[config.mk]
export PLATFORM = sky130hd
export DESIGN_NAME = bdq_ring
export DESIGN_NICKNAME = d
export VERILOG_FILES = /design/src/rtl/core/bdq_pkg.sv /design/src/rtl/core/bdq_ring.sv
export SDC_FILE = /design/constraint.sdc
export NUM_CORES = 1
export LEC_CHECK = 0
export BUFFER_PORTS_ARGS = -buffer_cell sky130_fd_sc_hd__buf_2
export CAP_MARGIN = 30
export CORE_UTILIZATION = 35
export CTS_CLUSTER_DIAMETER = 40
export DETAILED_ROUTE_END_ITERATION = 12
export HOLD_SLACK_MARGIN = 0.1
export SYNTH_ARGS = -nofsm -noshare
export SYNTH_HDL_FRONTEND = slang
export SYNTH_SLANG_ARGS = --single-unit
export TNS_END_PERCENT = 100
[constraint.sdc]
create_clock -name clock -period 3.2 [get_ports clock]
set_clock_uncertainty 0.15 [all_clocks]
set_input_delay 0.32 -clock clock [delete_from_list [all_inputs] [get_ports clock]]
set_output_delay 0.32 -clock clock [all_outputs]
set_load 0.005 [all_outputs]
[src/rtl/core/bdq_pkg.sv]
// Shared types, constants and ring helper functions for the bounded deque.
package bdq_pkg;

   localparam int MAX_DEPTH = 1024;
   localparam int AW        = $clog2(MAX_DEPTH);
   localparam int CW        = $clog2(MAX_DEPTH + 1);
   localparam int CFG_W     = 11;
   localparam int WORD_W    = 32;
   localparam int CMP_W     = (CW > CFG_W) ? CW : CFG_W;
   localparam int CAP_RESET = 1024;

   localparam logic [2:0] OP_PUSH_FRONT = 3'd0;
   localparam logic [2:0] OP_PUSH_BACK  = 3'd1;
   localparam logic [2:0] OP_POP_FRONT  = 3'd2;
   localparam logic [2:0] OP_POP_BACK   = 3'd3;
   localparam logic [2:0] OP_PEEK       = 3'd4;

   localparam logic signed [WORD_W-1:0] EMPTY_WORD = -32'sd1;

   typedef struct packed {
      logic [2:0]               opcode;
      logic signed [WORD_W-1:0] push_value;
   } req_type;

   typedef struct packed {
      logic                     accepted;
      logic signed [WORD_W-1:0] front_value;
      logic signed [WORD_W-1:0] rear_value;
      logic [CW-1:0]            entry_count;
      logic                     is_empty;
      logic                     is_full;
   } rsp_type;

   // Outcome of the operation presented to the ring control.
   typedef struct packed {
      logic          ok;
      logic          is_push;
      logic          is_pop;
      logic          was_empty;
      logic [CW-1:0] count_next;
   } ring_step_type;

   // Memory access requested by the ring control.
   typedef struct packed {
      logic          wr_en;
      logic [AW-1:0] wr_addr;
      logic          rd_en;
      logic [AW-1:0] rd_addr;
   } ram_req_type;

   function automatic logic [AW-1:0] ring_inc(input logic [AW-1:0] idx);
      return (idx == AW'(MAX_DEPTH - 1)) ? '0 : idx + AW'(1);
   endfunction

   function automatic logic [AW-1:0] ring_dec(input logic [AW-1:0] idx);
      return (idx == '0) ? AW'(MAX_DEPTH - 1) : idx - AW'(1);
   endfunction

   // True when the count has reached the limit clamped into 1 .. MAX_DEPTH.
   function automatic logic limit_hit(input logic [CW-1:0] count,
                                      input logic [CFG_W-1:0] cap);
      logic [CMP_W-1:0] cnt_ext;
      logic [CMP_W-1:0] lim_ext;
      cnt_ext = CMP_W'(count);
      lim_ext = CMP_W'(cap);
      if (lim_ext == '0) lim_ext = CMP_W'(1);
      if (lim_ext > CMP_W'(MAX_DEPTH)) lim_ext = CMP_W'(MAX_DEPTH);
      return cnt_ext >= lim_ext;
   endfunction

endpackage

[src/rtl/core/bdq_ring.sv]
// Head, tail and count registers of the ring buffer and the memory access they imply.
module bdq_ring import bdq_pkg::*; (
   input  logic             clock,
   input  logic             reset,
   input  logic             accept,
   input  logic [2:0]       opcode,
   input  logic [CFG_W-1:0] cap,
   output ring_step_type    step,
   output ram_req_type      ram_req,
   output logic [CW-1:0]    count
);

   logic [AW-1:0] head_ff, head_in;
   logic [AW-1:0] tail_ff, tail_in;
   logic [CW-1:0] count_ff, count_in;
   logic          full;

   assign full = limit_hit(count_ff, cap);

   always_comb begin
      step            = '0;
      step.count_next = count_ff;
      step.was_empty  = (count_ff == '0);
      ram_req         = '0;
      ram_req.wr_addr = head_ff;
      ram_req.rd_addr = head_ff;
      head_in         = head_ff;
      tail_in         = tail_ff;
      unique case (opcode) inside
         OP_PUSH_FRONT, OP_PUSH_BACK: begin
            step.is_push = 1'b1;
            step.ok      = !full;
            if (count_ff == '0) begin
               tail_in         = head_ff;
               ram_req.wr_addr = head_ff;
            end else if (opcode == OP_PUSH_FRONT) begin
               head_in         = ring_dec(head_ff);
               ram_req.wr_addr = ring_dec(head_ff);
            end else begin
               tail_in         = ring_inc(tail_ff);
               ram_req.wr_addr = ring_inc(tail_ff);
            end
            step.count_next = count_ff + CW'(1);
         end
         OP_POP_FRONT, OP_POP_BACK: begin
            step.is_pop = 1'b1;
            step.ok     = (count_ff != '0);
            if (count_ff > CW'(1)) begin
               if (opcode == OP_POP_FRONT) begin
                  head_in         = ring_inc(head_ff);
                  ram_req.rd_addr = ring_inc(head_ff);
               end else begin
                  tail_in         = ring_dec(tail_ff);
                  ram_req.rd_addr = ring_dec(tail_ff);
               end
            end
            step.count_next = count_ff - CW'(1);
         end
         OP_PEEK: begin
            step.ok = 1'b1;
         end
         default: begin
            step.ok = 1'b0;
         end
      endcase
      if (!step.ok || (!step.is_push && !step.is_pop)) begin
         step.count_next = count_ff;
         head_in         = head_ff;
         tail_in         = tail_ff;
      end
      ram_req.wr_en = accept && step.ok && step.is_push;
      ram_req.rd_en = accept && step.ok && step.is_pop;
      count_in      = accept ? step.count_next : count_ff;
      if (!accept) begin
         head_in = head_ff;
         tail_in = tail_ff;
      end
   end

   always_ff @(posedge clock) begin
      if (reset) begin
         head_ff  <= '0;
         tail_ff  <= '0;
         count_ff <= '0;
      end else begin
         head_ff  <= head_in;
         tail_ff  <= tail_in;
         count_ff <= count_in;
      end
   end

   assign count = count_ff;

endmodule

-- After elaboration in Yosys (flattened, before gate mapping)
Index checks and enable logic that the tools add are counted.
- add/subtract/negate cells: 6
- order comparisons: 3
- equality and inequality tests: 12
- muxes and demuxes: 27
- bitwise gates (word level): 1
- reductions and logical operators: 20
- operators with widths (cell ; number):
    2-to-1 mux 10 bit ; 18
    case mux 10 bit (2 select lines) ; 2
    2-to-1 mux 11 bit ; 3
    logical NOT 11 bit ; 2
    case mux 11 bit (2 select lines) ; 1
    adder 10 x 1 -> 10 bit, second input constant ; 2
    equality test 10 bit, second input constant ; 2
    logical NOT 10 bit ; 2
    subtractor 10 x 1 -> 10 bit, second input constant ; 2
    adder 11 x 1 -> 11 bit, second input constant ; 1
    greater-or-equal comparator 11 bit ; 1
    > comparator 11 x 1 -> 1 bit, second input constant ; 1
    > comparator 11 bit, second input constant ; 1
    nonzero test 11 bit ; 1
    subtractor 11 x 1 -> 11 bit, second input constant ; 1
    != test 2 bit, second input constant ; 5
    AND reduction 7 bit ; 1
    equality test 3 x 2 -> 1 bit, second input constant ; 2
    AND reduction 6 bit ; 1
    logical AND 1 bit ; 4
    logical NOT 1 bit ; 4
    OR reduction 2 bit ; 2
    equality test 3 x 1 -> 1 bit, second input constant ; 1
    equality test 3 bit, second input constant ; 1
    7 further kinds ; 8
- register bits after elaboration: 31
- output and inout port bits: 48

-- Logic depth before layout (Yosys ltp)
- depth in word-level cells: 11
- gate-level depth with buffers: 12
- mapped depth without buffers: 10

-- Least setup slack after synthesis
No wires, ideal clock.
- kind: input to output
- start point: in cap[6]
- end point: out step[1] (netlist bit)
- arrival time: 2.226 ns
- data required time: 2.730 ns
- slack: 0.504 ns
- stages on the path: 11
- buffers on the path: 2
- path through: nor4_1 a31oi_1 nor2_1 ha_1 nor2b_1 o21ai_1 a221oi_4 buf_6 o21bai_4 buf_2 o21ai_0
- RTL lines (what ; RTL line ; RTL):
    start: declaration ; bdq_ring.sv:7 ; input logic [CFG_W-1:0] cap,
    end: declaration ; bdq_ring.sv:8 ; output ring_step_type step,

==> qor_table.md <==
| Result | This run |
| --- | --- |
| I/O pin cnt | 65 |
| Type of the worst setup path | flip-flop to output port |
| Dominant register cell in the synthesized netlist | dfxtp_1 |
| Flops & latches, synth | 31 |
| Vertical die dimension | 108 µm |
| Library cell appearing most often on the critical path | o21ai_1 |
| Overflow after GRT | 0 |
| Dominant combinational cell family by area after synthesis | simple AND/OR/NAND/NOR gates |
| FF+latch area | 623 µm² |
| Final cycle utilization of the critical path | 0.953 |
| Drt first pass iters | 5 |
| Post-synth top area cell | dfxtp_1 |
| Count of different cell masters after synthesis | 80 |
| Number of levels in the clock H-tree | 2 |
| Met3 Use GR | 0.0218 |
| Fmax achieved | 328 MHz |
| Area contributors post-synth | dfxtp_1, nand2_1, ha_1 |
| Worst-case vdd ir drop | 0.000147 V |
| Worst setup slack before clock tree synthesis | 110 ps |
| Buffers added on ports | 64 |
| Basic-gate share of the synthesized area counting and, or, nand and nor cells | 0.334 |
| Pleak | 1.89 nW |
| Fraction of final layout cells sized beyond drive strength 1 | 0.218 |
| Min Clock Period, post-route | 3050 ps |
| Crit path arrival time | 2580 ps |
| Synth Warn # | 0 |
| Post-synth top area share | 0.159 |
| Critical Path, Cell by Cell | inv_1 > ha_1 > or4b_1 > or4_4 > nand4_1 > and3_1 > o21ai_1 > o21ai_1 > buf_2 |
| Post-Syn Area per Cell | 6.89 µm² |
| Number of enable-type register cells in the synthesized netlist | 0 |
| Initial standard-cell utilization of the core | 0.360 |
| First-pass GRT wire length | 20.4 mm |
| Clock-pin slew on the worst setup and hold paths | 80 ps |
| Post-Synth Adder-Cell Area | 0.0609 |
| DRT antenna net count | 0 |
| Post-synth design cell area | 3900 µm² |
| Core Region | 10800 µm² |
| Total CTS buffers | 5 |
| Finish-stage setup viols | 0 |
| Max-cap violation count | 0 |
| Worst slew pin tran | 693 ps |
| Hold violation count in the final report | 0 |
| Clock latency at the later pin of the worst-skew pair | 290 ps |
| Post-synth net total | 602 |
| Cell at the slowest stage of the critical path | or4_4 |
| Share of synthesized area occupied by flip-flops and latches | 0.159 |
| Total number of vias | 4428 |
| Area of combinational cells with multiple inputs | 2960 µm² |
| Final core utilization | 0.412 |
| Number of remaining DRC errors | 0 |
| Instance count of the mapped netlist | 566 |
| Multiplexer share of the synthesized area | 0.0192 |
| Chip Width | 108 µm |
| Total detailed-routing wirelength | 12.7 mm |
| Routability Congestion | 0.907 |
| Largest net degree at the start of global routing | 28 |
| Delay of the slowest critical-path stage | 510 ps |
| Antenna violations before repair | 0 |
| Path category of the worst min-delay check | input port to flip-flop |
| Power density cells | 302 nW/µm² |
| Worst-case hold slack | 395 ps |
| Syn-to-layout area delta | 14.6% |
| Global-route track usage on met1 | 0.309 |
| Total negative setup slack | 0 ps |
| Outcome | finished, final reports clean |
| Cell depth of the worst flop-to-flop path | 9 |
| Worst slew margin | 0.537 |
| Global-route layer with the greatest usage | met2 |
| Full die area | 11600 µm² |
| 1st-iter DRT viols | 315 |
| Number of rows in the core area | 38 |
| Root Buffer | clkbuf_8 |
| Combined global-route utilization of all metal layers | 0.224 |
| Detailed Place HPWL | 9.56 mm |
| # diodes | 0 |
| Maximum clock path buffer count | 2 |
| Post-CTS Hold Buffers | 0 |
| Max Slew Vio Count | 0 |
| Critical path capture point type | output port |
| Instance count along the most critical hold path | 2 |
| CTS tree | done |
| Largest driver fanout on the critical path | 8 |
| Share of the synthesized area in compound gates (AO/OA/AOI/OAI) | 0.292 |
| Sink count of the clock tree | 31 |
| Vias in the first global route | 4001 |
| Number of vias per cell after detailed routing | 5.90 |
| Average detailed-routed wire length per instance | 16.9 µm |
| Met2 layer usage reported by global route | 0.360 |
| Launching element type of the critical path | flip-flop |
| Number of nets in the layout | 646 |
| Area share of xor/xnor cells in the synthesized design | 0.0516 |
| Filler cell count in the final layout | 1158 |
| Crit path required time | 2730 ps |
| Setup ws final | 151 ps |
| Share of synthesized flip-flops with an asynchronous set or reset | 0 |
==> routing by layer <==
metal  wire length, µm  vias to the layer above  part of all wire
met3               586                       26             0.046
met1              5950                     2104              0.47
met5                 0                        -                 0
met4               348                        0             0.027
met2              5820                      152              0.46
li1                  -                     2146                 -
==> worst paths after layout <==
kind,startpoint,end,slack [ps]
max,tail_ff[0],ram_req[3],150
min,reset,count[4],390
max reg2reg,count[3],head_ff[7],470
min reg2reg,tail_ff[6],tail_ff[6],410
==> power by group <==
part / leakage [nW] / switching [mW] / internal (mW)
logic: 1.58 / 0.315 / 0.200
registers: 0.251 / 0.0202 / 0.397
clock network: 0.0612 / 0.166 / 0.252
total: 1.89 / 0.502 / 0.848
==> layout by cell type (no fill, tap or decap), types with 9 or more instances in the layout <==
| cell type | Yosys | routed |
|---|---|---|
| a21oi_1 | 39 | 39 |
| a31oi_1 | 9 | 9 |
| buf_2 | 16 | 64 |
| buf_4 | 3 | 28 |
| dfxtp_1 | 31 | 29 |
| ha_1 | 19 | 19 |
| inv_1 | 9 | 9 |
| nand2_1 | 74 | 74 |
| nand2b_1 | 10 | 10 |
| nand3_1 | 27 | 27 |
| nor2_1 | 50 | 50 |
| nor3_1 | 23 | 23 |
| o21ai_0 | 46 | 45 |
| xnor2_1 | 10 | 10 |
| xor2_1 | 13 | 13 |
==> cell families (layout without fill, tap and decap cells) <==
family | Yosys count | count (layout)
AND/OR/NAND/NOR | 252 | 252
adder cells (fa/ha/maj) | 19 | 19
AO/OA/AOI/OAI | 167 | 167
XOR/XNOR | 23 | 23
multiplexers | 7 | 7
buffers and inverters | 67 | 112
flip-flops | 31 | 31
==> timing repair <==
item	4_1_cts	5_1_grt
setup buffers	0	0
endpoints found under the setup margin	0	6
resized for setup	0	4
==> sequential cells by signal (all words and copies together), names as in the netlist <==
register / flops
tail_ff: 10
head_ff: 10
count: 11
==> area by class of cell <==
class                   count  share of cell area
multi-input cells         468               0.663
flip-flops and latches     31               0.139
repair buffers             93               0.123
well taps                 140              0.0392
clock buffers               6              0.0185
inverters                  11             0.00924
clock inverters             2             0.00784
==> synthesized netlist by cell type (4+ instances only) <==
library cell and instances:
and3_1 7, nor4_1 6, o21ai_0 46, buf_2 16, nand2b_1 10, nor2_1 50
xor2_1 13, nand3_1 27, nor3_1 23, nand4_1 7, or3_1 8, nand2_1 74
clkbuf_1 29, buf_6 5, ha_1 19, nor2b_1 5, a311o_1 4, or4_1 4
a31oi_1 9, xnor2_1 10, a21oi_1 39, mux2_2 4, inv_1 9, o21ai_1 7
o21a_1 4, a32oi_1 4, and4_1 4, dfxtp_1 31, o31ai_1 8
==> worst max-delay path: cells and delay by family (launching register included) <==
kind / cells / cell delay [ps]
AOI/OAI and AO/OA: 2 / 200
adders and majority gates: 1 / 210
buffers and inverters: 2 / 250
DFF: 1 / 310
and+or+nand+nor: 4 / 1310
==> stage by stage <==
stage               instances  power [mW]  area, µm²
floorplan                 566       0.795       3900
global placement          743       0.925       4350
detailed placement        743       0.930       4350
CTS                       751        1.35       4460
global route              751        1.43       4470
finish                    751        1.35       4470
Note: power is estimated with default switching activity, not from simulation.
